**src/smpd_pkg.sv**
```systemverilog
// ----------------------------------------------------------------------------
// Serial mouse packet decoder package
// Event codes, packet layout constants and the packet record type.
// ----------------------------------------------------------------------------
`default_nettype none

package smpd_pkg;

  typedef enum logic [1:0] {
    EV_DOWN = 2'd0,
    EV_UP   = 2'd1,
    EV_MOVE = 2'd2
  } smpd_kind_e;

  localparam logic [1:0] BTN_NONE = 2'd0;
  localparam logic [1:0] BTN_ONE  = 2'd1;
  localparam logic [1:0] BTN_TWO  = 2'd2;

  // Position values within a packet.
  localparam logic [2:0] POS_HEADER = 3'd0;
  localparam logic [2:0] POS_SECOND = 3'd1;
  localparam logic [2:0] POS_THIRD  = 3'd2;
  localparam logic [2:0] POS_DONE   = 3'd4;

  // Header bit positions.
  localparam int unsigned SYNC_BIT = 6;
  localparam int unsigned BTN1_BIT = 5;
  localparam int unsigned BTN2_BIT = 4;

  // Pending event mask bits.
  localparam int unsigned EVB_BTN1 = 0;
  localparam int unsigned EVB_BTN2 = 1;
  localparam int unsigned EVB_MOVE = 2;

  typedef struct packed {
    logic [2:0]        ev_mask;   // events still to be sent
    logic [1:0]        btn_down;  // new button state, bit 0 button 1
    logic signed [7:0] dx;
    logic signed [7:0] dy;
  } smpd_rec_t;

endpackage

`default_nettype wire

```
**src/smpd_if.sv**
```systemverilog
// ----------------------------------------------------------------------------
// Serial mouse packet decoder channel interfaces
// Valid/ready channels for received bytes and for mouse events.
// ----------------------------------------------------------------------------
`default_nettype none

interface smpd_rx_if;
  logic       valid;
  logic       ready;
  logic [7:0] rx_byte;

  modport source (output valid, output rx_byte, input ready);
  modport sink   (input valid, input rx_byte, output ready);
endinterface

interface smpd_ev_if;
  logic              valid;
  logic              ready;
  logic [1:0]        event_kind;
  logic [1:0]        button_id;
  logic signed [7:0] delta_x;
  logic signed [7:0] delta_y;
  logic              last;

  modport source (output valid, output event_kind, output button_id,
                  output delta_x, output delta_y, output last, input ready);
  modport sink   (input valid, input event_kind, input button_id,
                  input delta_x, input delta_y, input last, output ready);
endinterface

`default_nettype wire

```
**src/smpd_decode.sv**
```systemverilog
// ----------------------------------------------------------------------------
// Serial mouse packet decoder byte stage
// Tracks packet position; each completed packet with events becomes a record.
// ----------------------------------------------------------------------------
`default_nettype none

module smpd_decode (
  input  wire logic              clk_i,
  input  wire logic              rst_ni,
  smpd_rx_if.sink                rx,
  input  wire logic              rec_take_i,
  output logic                   rec_valid_o,
  output smpd_pkg::smpd_rec_t    rec_o
);

  logic [2:0]          pos_q, pos_d;
  logic [7:0]          hdr_q, hdr_d;
  logic [7:0]          sec_q, sec_d;
  logic [1:0]          prev_q, prev_d;
  logic                rec_valid_q, rec_valid_d;
  smpd_pkg::smpd_rec_t rec_q, rec_d;

  logic                accept;
  logic [2:0]          pos;
  logic [1:0]          buttons;
  logic [1:0]          changed;
  logic signed [7:0]   dx;
  logic signed [7:0]   dy;

  // The record slot frees up in the same cycle the serializer takes it.
  assign rx.ready = !rec_valid_q || rec_take_i;
  assign accept   = rx.valid && rx.ready;

  assign pos     = rx.rx_byte[smpd_pkg::SYNC_BIT] ? smpd_pkg::POS_HEADER : pos_q;
  assign buttons = {hdr_q[smpd_pkg::BTN2_BIT], hdr_q[smpd_pkg::BTN1_BIT]};
  assign changed = buttons ^ prev_q;
  assign dx      = {hdr_q[1:0], sec_q[5:0]};
  assign dy      = {hdr_q[3:2], rx.rx_byte[5:0]};

  always_comb begin
    pos_d       = pos_q;
    hdr_d       = hdr_q;
    sec_d       = sec_q;
    prev_d      = prev_q;
    rec_valid_d = rec_valid_q && !rec_take_i;
    rec_d       = rec_q;
    if (accept) begin
      pos_d = pos;
      if (pos != smpd_pkg::POS_DONE) begin
        pos_d = pos + 3'd1;
        if (pos == smpd_pkg::POS_HEADER) begin
          hdr_d = rx.rx_byte;
        end else if (pos == smpd_pkg::POS_SECOND) begin
          sec_d = rx.rx_byte;
        end
        if (pos == smpd_pkg::POS_THIRD) begin
          prev_d                              = buttons;
          rec_d.ev_mask[smpd_pkg::EVB_BTN1]   = changed[0];
          rec_d.ev_mask[smpd_pkg::EVB_BTN2]   = changed[1];
          rec_d.ev_mask[smpd_pkg::EVB_MOVE]   = (dx != 8'sd0) || (dy != 8'sd0);
          rec_d.btn_down                      = buttons;
          rec_d.dx                            = dx;
          rec_d.dy                            = dy;
          rec_valid_d = (changed != 2'b00) || (dx != 8'sd0) || (dy != 8'sd0);
        end
      end
    end
  end

  always_ff @(posedge clk_i or negedge rst_ni) begin
    if (!rst_ni) begin
      pos_q       <= smpd_pkg::POS_HEADER;
      hdr_q       <= 8'h00;
      sec_q       <= 8'h00;
      prev_q      <= 2'b00;
      rec_valid_q <= 1'b0;
    end else begin
      pos_q       <= pos_d;
      hdr_q       <= hdr_d;
      sec_q       <= sec_d;
      prev_q      <= prev_d;
      rec_valid_q <= rec_valid_d;
    end
  end

  always_ff @(posedge clk_i) begin
    rec_q <= rec_d;
  end

  assign rec_valid_o = rec_valid_q;
  assign rec_o       = rec_q;

endmodule

`default_nettype wire

```
**src/smpd_emit.sv**
```systemverilog
// ----------------------------------------------------------------------------
// Serial mouse packet decoder event serializer
// Sends a record's events via a result register, one per cycle unless stalled.
// ----------------------------------------------------------------------------
`default_nettype none

module smpd_emit (
  input  wire logic              clk_i,
  input  wire logic              rst_ni,
  input  wire logic              rec_valid_i,
  input  smpd_pkg::smpd_rec_t    rec_i,
  output logic                   rec_take_o,
  smpd_ev_if.source              ev
);

  logic [2:0]           pend_q, pend_d;
  logic [1:0]           down_q;
  logic signed [7:0]    dx_q;
  logic signed [7:0]    dy_q;
  logic                 out_valid_q, out_valid_d;
  smpd_pkg::smpd_kind_e kind_q, kind_d;
  logic [1:0]           id_q, id_d;
  logic signed [7:0]    odx_q, odx_d;
  logic signed [7:0]    ody_q, ody_d;
  logic                 last_q, last_d;

  logic                 advance;
  logic [2:0]           pend_rest;
  logic [2:0]           pend_after;

  assign advance    = (pend_q != 3'b000) && (!out_valid_q || ev.ready);
  assign pend_rest  = pend_q & (pend_q - 3'd1);
  assign pend_after = advance ? pend_rest : pend_q;
  assign rec_take_o = rec_valid_i && (pend_after == 3'b000);

  always_comb begin
    pend_d      = rec_take_o ? rec_i.ev_mask : pend_after;
    out_valid_d = out_valid_q && !ev.ready;
    kind_d      = kind_q;
    id_d        = id_q;
    odx_d       = odx_q;
    ody_d       = ody_q;
    last_d      = last_q;
    if (advance) begin
      out_valid_d = 1'b1;
      last_d      = (pend_rest == 3'b000);
      odx_d       = 8'sd0;
      ody_d       = 8'sd0;
      if (pend_q[smpd_pkg::EVB_BTN1]) begin
        kind_d = down_q[0] ? smpd_pkg::EV_DOWN : smpd_pkg::EV_UP;
        id_d   = smpd_pkg::BTN_ONE;
      end else if (pend_q[smpd_pkg::EVB_BTN2]) begin
        kind_d = down_q[1] ? smpd_pkg::EV_DOWN : smpd_pkg::EV_UP;
        id_d   = smpd_pkg::BTN_TWO;
      end else begin
        kind_d = smpd_pkg::EV_MOVE;
        id_d   = smpd_pkg::BTN_NONE;
        odx_d  = dx_q;
        ody_d  = dy_q;
      end
    end
  end

  always_ff @(posedge clk_i or negedge rst_ni) begin
    if (!rst_ni) begin
      pend_q      <= 3'b000;
      out_valid_q <= 1'b0;
    end else begin
      pend_q      <= pend_d;
      out_valid_q <= out_valid_d;
    end
  end

  always_ff @(posedge clk_i) begin
    if (rec_take_o) begin
      down_q <= rec_i.btn_down;
      dx_q   <= rec_i.dx;
      dy_q   <= rec_i.dy;
    end
    kind_q <= kind_d;
    id_q   <= id_d;
    odx_q  <= odx_d;
    ody_q  <= ody_d;
    last_q <= last_d;
  end

  assign ev.valid      = out_valid_q;
  assign ev.event_kind = kind_q;
  assign ev.button_id  = id_q;
  assign ev.delta_x    = odx_q;
  assign ev.delta_y    = ody_q;
  assign ev.last       = last_q;

endmodule

`default_nettype wire

```
**src/serial_mouse_packet_decoder_top.sv**
```systemverilog
// ----------------------------------------------------------------------------
// Serial mouse packet decoder
// Decodes a three-byte two-button serial mouse byte stream into button and
// movement events.
// ----------------------------------------------------------------------------
//
//   Channel   Dir   Carries                                        Accepted
//   rx_i      in    rx_byte                                        valid & ready
//   ev_o      out   event_kind, button_id, delta_x, delta_y, last  valid & ready
//
// One byte can be taken every cycle while rx_i.ready is high. A byte that
// completes a packet yields up to three events (none for a silent packet); the
// first reaches ev_o via the record slot, pending mask and result register, and
// the rest follow one per cycle while ev_o is not stalled. One finished packet
// record waits between the two stages, so bytes keep flowing while events are
// sent. Reset clears the packet position, stored bytes and button history. A
// stall on ev_o backs up into the record slot and then drops rx_i.ready.
// ----------------------------------------------------------------------------
`default_nettype none

module serial_mouse_packet_decoder_top (
  input  wire logic clk_i,
  input  wire logic rst_ni,
  smpd_rx_if.sink   rx_i,
  smpd_ev_if.source ev_o
);

  // A packet record travels from the byte stage to the serializer; the
  // serializer tells the byte stage when it has taken the record so that the
  // slot can be refilled in the same cycle.
  logic                rec_valid;
  logic                rec_take;
  smpd_pkg::smpd_rec_t rec;

  // Byte stage: packet position tracking, header and second byte capture,
  // delta and button assembly when the third byte arrives.
  smpd_decode u_decode (
    .clk_i       (clk_i),
    .rst_ni      (rst_ni),
    .rx          (rx_i),
    .rec_take_i  (rec_take),
    .rec_valid_o (rec_valid),
    .rec_o       (rec)
  );

  // Serializer: button 1, button 2, then movement, with the last flag on the
  // final event of each packet.
  smpd_emit u_emit (
    .clk_i       (clk_i),
    .rst_ni      (rst_ni),
    .rec_valid_i (rec_valid),
    .rec_i       (rec),
    .rec_take_o  (rec_take),
    .ev          (ev_o)
  );

endmodule

`default_nettype wire

```
**src/flat_wrapper.sv**
```systemverilog
// flat-port wrapper written by rule: the top's interface ports become plain ports
module serial_mouse_packet_decoder_top_flat 
  (clk_i, rst_ni, rx_i_valid, rx_i_rx_byte, rx_i_ready, ev_o_valid, ev_o_event_kind, ev_o_button_id, ev_o_delta_x, ev_o_delta_y, ev_o_last, ev_o_ready);
  smpd_rx_if rx_i_i ();
  smpd_ev_if ev_o_i ();
  input  wire logic clk_i;
  input  wire logic rst_ni;
  input wire logic [$bits(rx_i_i.valid)-1:0] rx_i_valid;
  input wire logic [$bits(rx_i_i.rx_byte)-1:0] rx_i_rx_byte;
  output wire logic [$bits(rx_i_i.ready)-1:0] rx_i_ready;
  output wire logic [$bits(ev_o_i.valid)-1:0] ev_o_valid;
  output wire logic [$bits(ev_o_i.event_kind)-1:0] ev_o_event_kind;
  output wire logic [$bits(ev_o_i.button_id)-1:0] ev_o_button_id;
  output wire logic [$bits(ev_o_i.delta_x)-1:0] ev_o_delta_x;
  output wire logic [$bits(ev_o_i.delta_y)-1:0] ev_o_delta_y;
  output wire logic [$bits(ev_o_i.last)-1:0] ev_o_last;
  input wire logic [$bits(ev_o_i.ready)-1:0] ev_o_ready;
  assign rx_i_i.valid = rx_i_valid;
  assign rx_i_i.rx_byte = rx_i_rx_byte;
  assign rx_i_ready = rx_i_i.ready;
  assign ev_o_valid = ev_o_i.valid;
  assign ev_o_event_kind = ev_o_i.event_kind;
  assign ev_o_button_id = ev_o_i.button_id;
  assign ev_o_delta_x = ev_o_i.delta_x;
  assign ev_o_delta_y = ev_o_i.delta_y;
  assign ev_o_last = ev_o_i.last;
  assign ev_o_i.ready = ev_o_ready;
  serial_mouse_packet_decoder_top u_core (.clk_i(clk_i), .rst_ni(rst_ni), .rx_i(rx_i_i), .ev_o(ev_o_i));
endmodule
```
**config.mk**
```make
export PLATFORM = sky130hd
export DESIGN_NAME = serial_mouse_packet_decoder_top_flat
export DESIGN_NICKNAME = d
export VERILOG_FILES = /design/src/smpd_pkg.sv /design/src/smpd_if.sv /design/src/smpd_decode.sv /design/src/smpd_emit.sv /design/src/serial_mouse_packet_decoder_top.sv /design/src/flat_wrapper.sv
export SDC_FILE = /design/constraint.sdc
export NUM_CORES = 1
export LEC_CHECK = 0
export BUFFER_PORTS_ARGS = -buffer_cell sky130_fd_sc_hd__buf_2
export CAP_MARGIN = 30
export CORE_UTILIZATION = 40
export CTS_BUF_LIST = sky130_fd_sc_hd__clkbuf_8 sky130_fd_sc_hd__clkbuf_16
export CTS_CLUSTER_SIZE = 10
export DETAILED_ROUTE_END_ITERATION = 6
export SYNTH_ARGS = -nofsm -noshare
export SYNTH_HDL_FRONTEND = slang
export SYNTH_SLANG_ARGS = --single-unit
```
**constraint.sdc**
```tcl
create_clock -name clk_i -period 4.15 [get_ports clk_i]
set_clock_uncertainty 0.05 [all_clocks]
set_input_delay 0.6225 -clock clk_i [delete_from_list [all_inputs] [get_ports clk_i]]
set_output_delay 0.6225 -clock clk_i [all_outputs]
set_load 0.005 [all_outputs]
```
==> flow_summary_export.csv, run 1 <==
group,metric,value,unit
sta,min_period,2.708,ns
sta,finalSetupViolCount,0,
floorplan,die_w,90.13,um
clock_tree,ctsHoldBuffers,0,
place,place.gp.congestion,0.7181,
synth,ys_warn_count,0,
worst_setup_path,endpoint,"rx_i_ready",
sta,clock.fmax,369.3,MHz
route,wl_per_cell,12.06,um
sta,finalMaxSlewViolations,0,
clock_tree,clock-sinks,82,
global_routing,grt_max_degree,25,
synth,synth_area,3107,sq um
worst_setup_path,start_kind,"input port",
synth,yosys.cell_count.top_type,"edfxtp_1",
place,dpl.hpwl,2.682,mm
worst_setup_path,max_stage_delay,0.48,ns
global_routing,grt_pass1_vias,1419,
route,via_count,1479,
clock_tree,clk_pin_slew_worst_paths,0.07,ns
cells_and_area,fin_nets,236,
synth,synth_top_flop_cell,"edfxtp_1",
worst_setup_path,crit_fanout,8,
floorplan,start_util,42.16,%
worst_setup_path,r2r-start,"u_core.u_emit.ev.valid",
global_routing,grtUsageTotal,10.72,%
synth,synth_cells,180,
place,dp.cells,308,
clock_tree,clk_latency,0.33,ns
route,drt_iter0_drc,46,
cells_and_area,post-route-util,49.19,%
worst_setup_path,crit_path_end_kind,"output port",
synth,synth.avg_cell_area,17.26,sq um
sta,hold_slack,0.2023,ns
floorplan,core_area,7370,sq um
sta,rsz0062_at_grt,"no",
clock_tree,htreeDepth,3,
synth,yosys_register_bits,82,
sta,worst_slew_pin_slew,0.8016,ns
floorplan,placementRows,31,
cells_and_area,multiInputGateArea,705.7,sq um
worst_setup_path,cp.required,3.48,ns
clock_tree,cts_resized,0,
power_and_ir_drop,ir_drop,0.2266,mV
synth,synthTopCellsByArea,"edfxtp_1 (58%), dfrtp_1 (18%), mux2_2 (5.4%)",
floorplan,ios,35,
synth,synth_cell_types,31,
power_and_ir_drop,power_density,568.3,nW/um^2
route,drtPass1Iterations,4,
synth,seq_area_frac_synth,75.71,%
cells_and_area,num_antenna_cells,0,
place,numPortBuffers,33,
clock_tree,post-cts-setup-buffer-count,0,
synth,synthesis.nets,196,
global_routing,grt_overflow,0,
worst_setup_path,cp_top_family,"simple AND/OR/NAND/NOR gates",
route,totalWireLength,3.906,mm
worst_setup_path,path_depth,6,
cells_and_area,fin_area,3625,sq um
sta,hold_viol,0,
floorplan,fp.dieH,90.13,um
worst_setup_path,worstPathArrival,2.04,ns
cells_and_area,stdcell_count,324,
cells_and_area,area_delta_synth_final,16.67,%
cells_and_area,num-fill-cells,637,
worst_setup_path,r2r-end,"u_core.u_emit.dy_q[0]",
worst_setup_path,cpMaxStageDelayCell,"nor2b_1",
synth,yosysTopAreaCellShare,57.99,%
global_routing,antenna_found_initial,0,
run_status,status,"complete, no violations",
route,ant_nets,0,
clock_tree,cts_tree,"yes",
clock_tree,clk_path_buf_depth,2,
worst_setup_path,path_cells,"buf_2 > nor2b_1 > maj3_4 > o21a_1 > nand2_1 > buf_2",
worst_hold_path,hold_path_class,"in -> async",
flow_run,cap_violations,0,
floorplan,die_area,8123,sq um
synth,ys_async_sr_fraction,26.83,%
route,via_per_inst,4.565,
worst_setup_path,cp-startpoint,"ev_o_ready",
worst_setup_path,cpMostUsedCell,"buf_2",
global_routing,grt_pass1_wl,6.789,mm
worst_setup_path,rrSetupSlack,1.83,ns
synth,synth_edf_count,60,
clock_tree,root_buffer,"clkbuf_8",
cells_and_area,layout-drive-gt1-share,30.67,%
worst_setup_path,path_class,"in -> out",
clock_tree,cts_buffers,9,
sta,post-route-period-util,65.25,%
route,drc,0,
worst_setup_path,ff2ff_path_depth,4,
synth,synthTopCellsByCount,"edfxtp_1 (60), dfrtp_1 (22), and2_1 (17), mux2_2 (15)",
sta,fin_tns_setup,0,ns
worst_setup_path,critPathBufInv,2,
cells_and_area,seq_area,2352,sq um
place,place_area,3381,sq um
sta,slew_headroom,46.37,%
power_and_ir_drop,leakagePower,1.349,nW
synth,synth.largest_area_cell,"edfxtp_1",
==> layout by cell type, fill, tap and decap left out, types with 2 or more instances in the layout <==
cell type  netlist  final
nand3_1          2      2
nand4_1          2      2
nand2b_1         3      3
bufinv_16        0      3
buf_4            0      2
ha_1             4      4
mux2i_1          3      3
nor4_1           4      4
mux2_2          15     15
o21a_1           2      2
buf_2            0     33
dfrtp_1         22     22
nand2_1          5      5
a211oi_1         2      2
or3_1            2      2
clkbuf_8         0     10
a211oi_4         3      3
nor2b_1          2      2
and2_1          17     17
nor2_1           5      5
xor2_1           2      2
inv_1            5      7
edfxtp_1        60     60
o21ai_0          5      5
==> how the worst min path moves through the flow <==
| stage | from | end | slack (ns) | cells after the start |
|---|---|---|---|---|
| finish | rst_ni | u_core.u_decode.pos_q[0] | 0.20 | 1 |
| detailed placement | u_core.u_decode.rec_o[17] | u_core.u_emit.down_q[1] | 0.35 | 0 |
| CTS | rst_ni | u_core.u_emit.pend_q[2] | 0.21 | 1 |
| global route | rst_ni | u_core.u_decode.pos_q[0] | 0.23 | 1 |
| floorplan | rst_ni | u_core.u_decode.hdr_q[0] | 0.28 | 0 |
| global placement | u_core.u_decode.rec_o[3] | u_core.u_emit.dy_q[3] | 0.35 | 0 |
==> layout make-up <==
class | count | share of cell area, %
Clock buffer | 10 | 3.797
Clock inverter | 6 | 2.934
Inverter | 5 | 0.5178
Multi-Input combinational cell | 87 | 19.47
Sequential cell | 82 | 64.89
Tap cell | 99 | 3.417
Timing Repair Buffer | 35 | 4.971
==> cells by family after synthesis <==
kind of cell | synth area share (%)
flip-flops | 75.71
XOR/XNOR | 0.5639
AO/OA/AOI/OAI | 5.960
buffers and inverters | 1.571
AND/OR/NAND/NOR | 7.732
adder cells (fa/ha/maj) | 2.054
multiplexers | 6.404
==> layer usage <==
layer | GRT usage (%) | vias to the layer above | routed length (um)
met3 | 3.299 | 7 | 140
li1 | - | 752 | -
met2 | 16.03 | 29 | 1805
met1 | 14.20 | 691 | 1894
met5 | 0 | - | 0
met4 | 5.376 | 0 | 65
==> where the power goes <==
group / switching, W / leakage [nW] / internal, W
combinational: 0.000128 / 0.408 / 0.000127
clock: 0.000256 / 0.129 / 0.000413
sequential: 0.0000773 / 0.812 / 0.00106
total: 0.000462 / 1.35 / 0.00160
==> flip-flops by register name, summed over array words and instances (netlist names), 2 cells and up <==
signal and cells:
u_core.u_decode.rec_o 21, u_core.u_emit.dx_q 8, u_core.u_emit.dy_q 8, u_core.u_emit.ev.delta_x 8
u_core.u_emit.ev.delta_y 8, u_core.u_decode.hdr_q 6, u_core.u_decode.sec_q 6, u_core.u_decode.pos_q 3
u_core.u_emit.pend_q 3, u_core.u_decode.prev_q 2, u_core.u_emit.down_q 2, u_core.u_emit.ev.button_id 2
u_core.u_emit.ev.event_kind 2
==> through the flow <==
step                setup slack, ns  total power, W
global route                  1.258        0.002159
detailed placement            1.439        0.001412
CTS                           1.437        0.002083
floorplan                     1.616        0.001323
finish                        1.442        0.002060
global placement              1.493        0.001404
No activity file was read; power rests on OpenSTA's default activity.
==> run 2: changes to the inputs <==
- clock period: 4.15 -> 2.2 ns (I/O delays scaled with it)
==> run 2 against run 1 <==
Net effect:
- die area unchanged
- power increased by 95%
- sequential cell count unchanged
- global-route usage increased by 0.080 points
- wire length increased by 0.26%
- non-clock buffer count increased by 5
- cell area increased by 2.3%
- via count decreased by 0.34%
- combinational power increased by 110%
- largest cell class unchanged
==> flow_summary_export.csv, run 2 (same netlist as run 1, synthesis figures left out) <==
group,metric,value,unit
place,dp.cells,312,
cells_and_area,stdcell_count,329,
place,dpl.hpwl,2.710,mm
cells_and_area,layout-drive-gt1-share,32.17,%
route,wl_per_cell,11.90,um
sta,finalSetupViolCount,0,
clock_tree,clk_latency,0.33,ns
route,via_per_inst,4.480,
cells_and_area,post-route-util,50.32,%
route,dr_wl_met3,176,um
route,route.met2.wl,1.776,mm
cells_and_area,num-fill-cells,647,
sta,slew_headroom,65.41,%
route,top_layer,"met4",
clock_tree,cts_tree,"yes",
worst_setup_path,cp.required,1.82,ns
floorplan,placementRows,31,
clock_tree,root_buffer,"clkbuf_8",
clock_tree,clock-sinks,82,
worst_setup_path,path_class,"reg -> out",
worst_setup_path,ff2ff_path_depth,8,
worst_setup_path,rrSetupSlack,0.22,ns
run_status,status,"complete, no violations",
sta,hold_viol,0,
worst_hold_path,hold_path_class,"in -> reg",
cells_and_area,seq_area,2352,sq um
floorplan,die_w,90.13,um
global_routing,grt_pass1_vias,1373,
sta,worst_slew_pin_slew,0.5189,ns
global_routing,grt_max_degree,23,
route,drt-met1-wl,1.921,mm
place,place.gp.congestion,0.7208,
global_routing,grtUsageTotal,10.81,%
route,drtPass1Iterations,4,
floorplan,core_area,7370,sq um
clock_tree,cts_resized,0,
floorplan,ios,35,
worst_setup_path,crit_path_end_kind,"output port",
sta,min_period,2.091,ns
cells_and_area,multiInputGateArea,720.7,sq um
place,post-place-ws,0.08640,ns
clock_tree,clk_pin_slew_worst_paths,0.08,ns
cells_and_area,final_common_cell,"edfxtp_1",
global_routing,grt_overflow,0,
sta,post-route-period-util,95.04,%
place,numPortBuffers,33,
global_routing,grt_pass1_wl,6.651,mm
clock_tree,htreeDepth,3,
route,drt_iter0_drc,61,
clock_tree,post-cts-setup-buffer-count,0,
global_routing,antenna_found_initial,0,
power_and_ir_drop,ir_drop,0.3862,mV
worst_setup_path,crit_fanout,8,
worst_hold_path,min_from,"rx_i_rx_byte[2]",
sta,rsz0062_at_grt,"no",
worst_hold_path,min_path_cells,1,
cells_and_area,largest_register_ffs,21,
worst_setup_path,max_stage_delay,0.42,ns
route,ant_nets,0,
floorplan,start_util,42.16,%
sta,clock.fmax,478.3,MHz
worst_hold_path,hold_end,"u_core.u_decode.rec_o[2]",
sta,finalMaxSlewViolations,0,
worst_setup_path,start_kind,"flip-flop",
clock_tree,ctsHoldBuffers,1,
floorplan,die_area,8123,sq um
floorplan,fp.dieH,90.13,um
flow_run,cap_violations,0,
power_and_ir_drop,leakagePower,1.392,nW
worst_setup_path,r2r-start,"u_core.u_decode.pos_q[1]",
cells_and_area,area_delta_synth_final,19.37,%
worst_setup_path,r2r-end,"u_core.u_decode.sec_q[1]",
worst_setup_path,path_cells,"nor2b_4 > maj3_4 > o21a_1 > nand2_1 > buf_2",
route,drc,0,
cells_and_area,num_antenna_cells,0,
worst_setup_path,worstPathArrival,1.71,ns
clock_tree,cts_buffers,9,
cells_and_area,final_cell_mix,"edfxtp_1 (60), buf_2 (33), dfrtp_1 (22), and2_1 (17), mux2_2 (13)",
power_and_ir_drop,power_density,1083,nW/um^2
clock_tree,clk_path_buf_depth,2,
route,via_count,1474,
worst_setup_path,cpMaxStageDelayCell,"maj3_4",
route,totalWireLength,3.916,mm
cells_and_area,fin_nets,241,
sta,layout_setup_ws,0.1091,ns
run 2: cell count changes in the layout (fill, tap and decap cells not counted), sizes merged:
cell,before,now
buf,35,39
bufinv,3,4
clkbuf,10,9
dlygate4sd3,0,1
run 2: area by class of cell:
| type | instances | area share (%) |
|---|---|---|
| Multi-Input combinational cell | 87 | 19.43 |
| Clock buffer | 9 | 3.340 |
| Sequential cell | 82 | 63.43 |
| Inverter | 5 | 0.5061 |
| Tap cell | 99 | 3.340 |
| Clock inverter | 7 | 3.677 |
| Timing Repair Buffer | 40 | 6.275 |
run 2: worst max-delay path by stage:
stage,startpoint,end,slack [ns],cells past startpoint
3_5_place_dp,rx_i_rx_byte[6],u_core.u_decode.sec_q[4],0.09,8
3_3_place_gp,rx_i_rx_byte[6],u_core.u_decode.sec_q[1],0.15,8
6_report,u_core.u_emit.ev.valid,rx_i_ready,0.11,5
2_1_floorplan,u_core.u_emit.ev.valid,u_core.u_decode.prev_q[0],-0.13,5
4_1_cts,u_core.u_emit.ev.valid,rx_i_ready,0.07,5
5_1_grt,u_core.u_emit.ev.valid,rx_i_ready,0.002,5
run 2: metal layers:
metal / up-vias / GRT usage, %
li1: 757 / -
met1: 685 / 14.15
met2: 28 / 15.65
met3: 4 / 3.807
met4: 0 / 6.048
met5: - / 0
run 2: worst max-delay path, delay by kind of cell (launching register included):
family / cells / cell delay (ns)
fa+ha+maj: 1 / 0.42
flops: 1 / 0.38
simple gates: 2 / 0.24
compound gates: 1 / 0.24
buf+inv: 1 / 0.10
run 2: power by group:
group	switching [W]	internal [W]	leakage, nW
combinational	0.000256	0.000272	0.444
sequential	0.000139	0.00200	0.812
clock	0.000489	0.000863	0.136
total	0.000884	0.00313	1.39
run 2: stage by stage:
step	total power (W)	hold WS [ns]	TNS [ns]	area (sq um)
detailed placement	0.002706	0.2858	0	3438
global placement	0.002689	0.2831	0	3438
global route	0.004208	0.1571	0	3709
CTS	0.004067	0.1495	0	3709
floorplan	0.002514	-0.01559	-1.239	3122
finish	0.004015	0.1694	0	3709
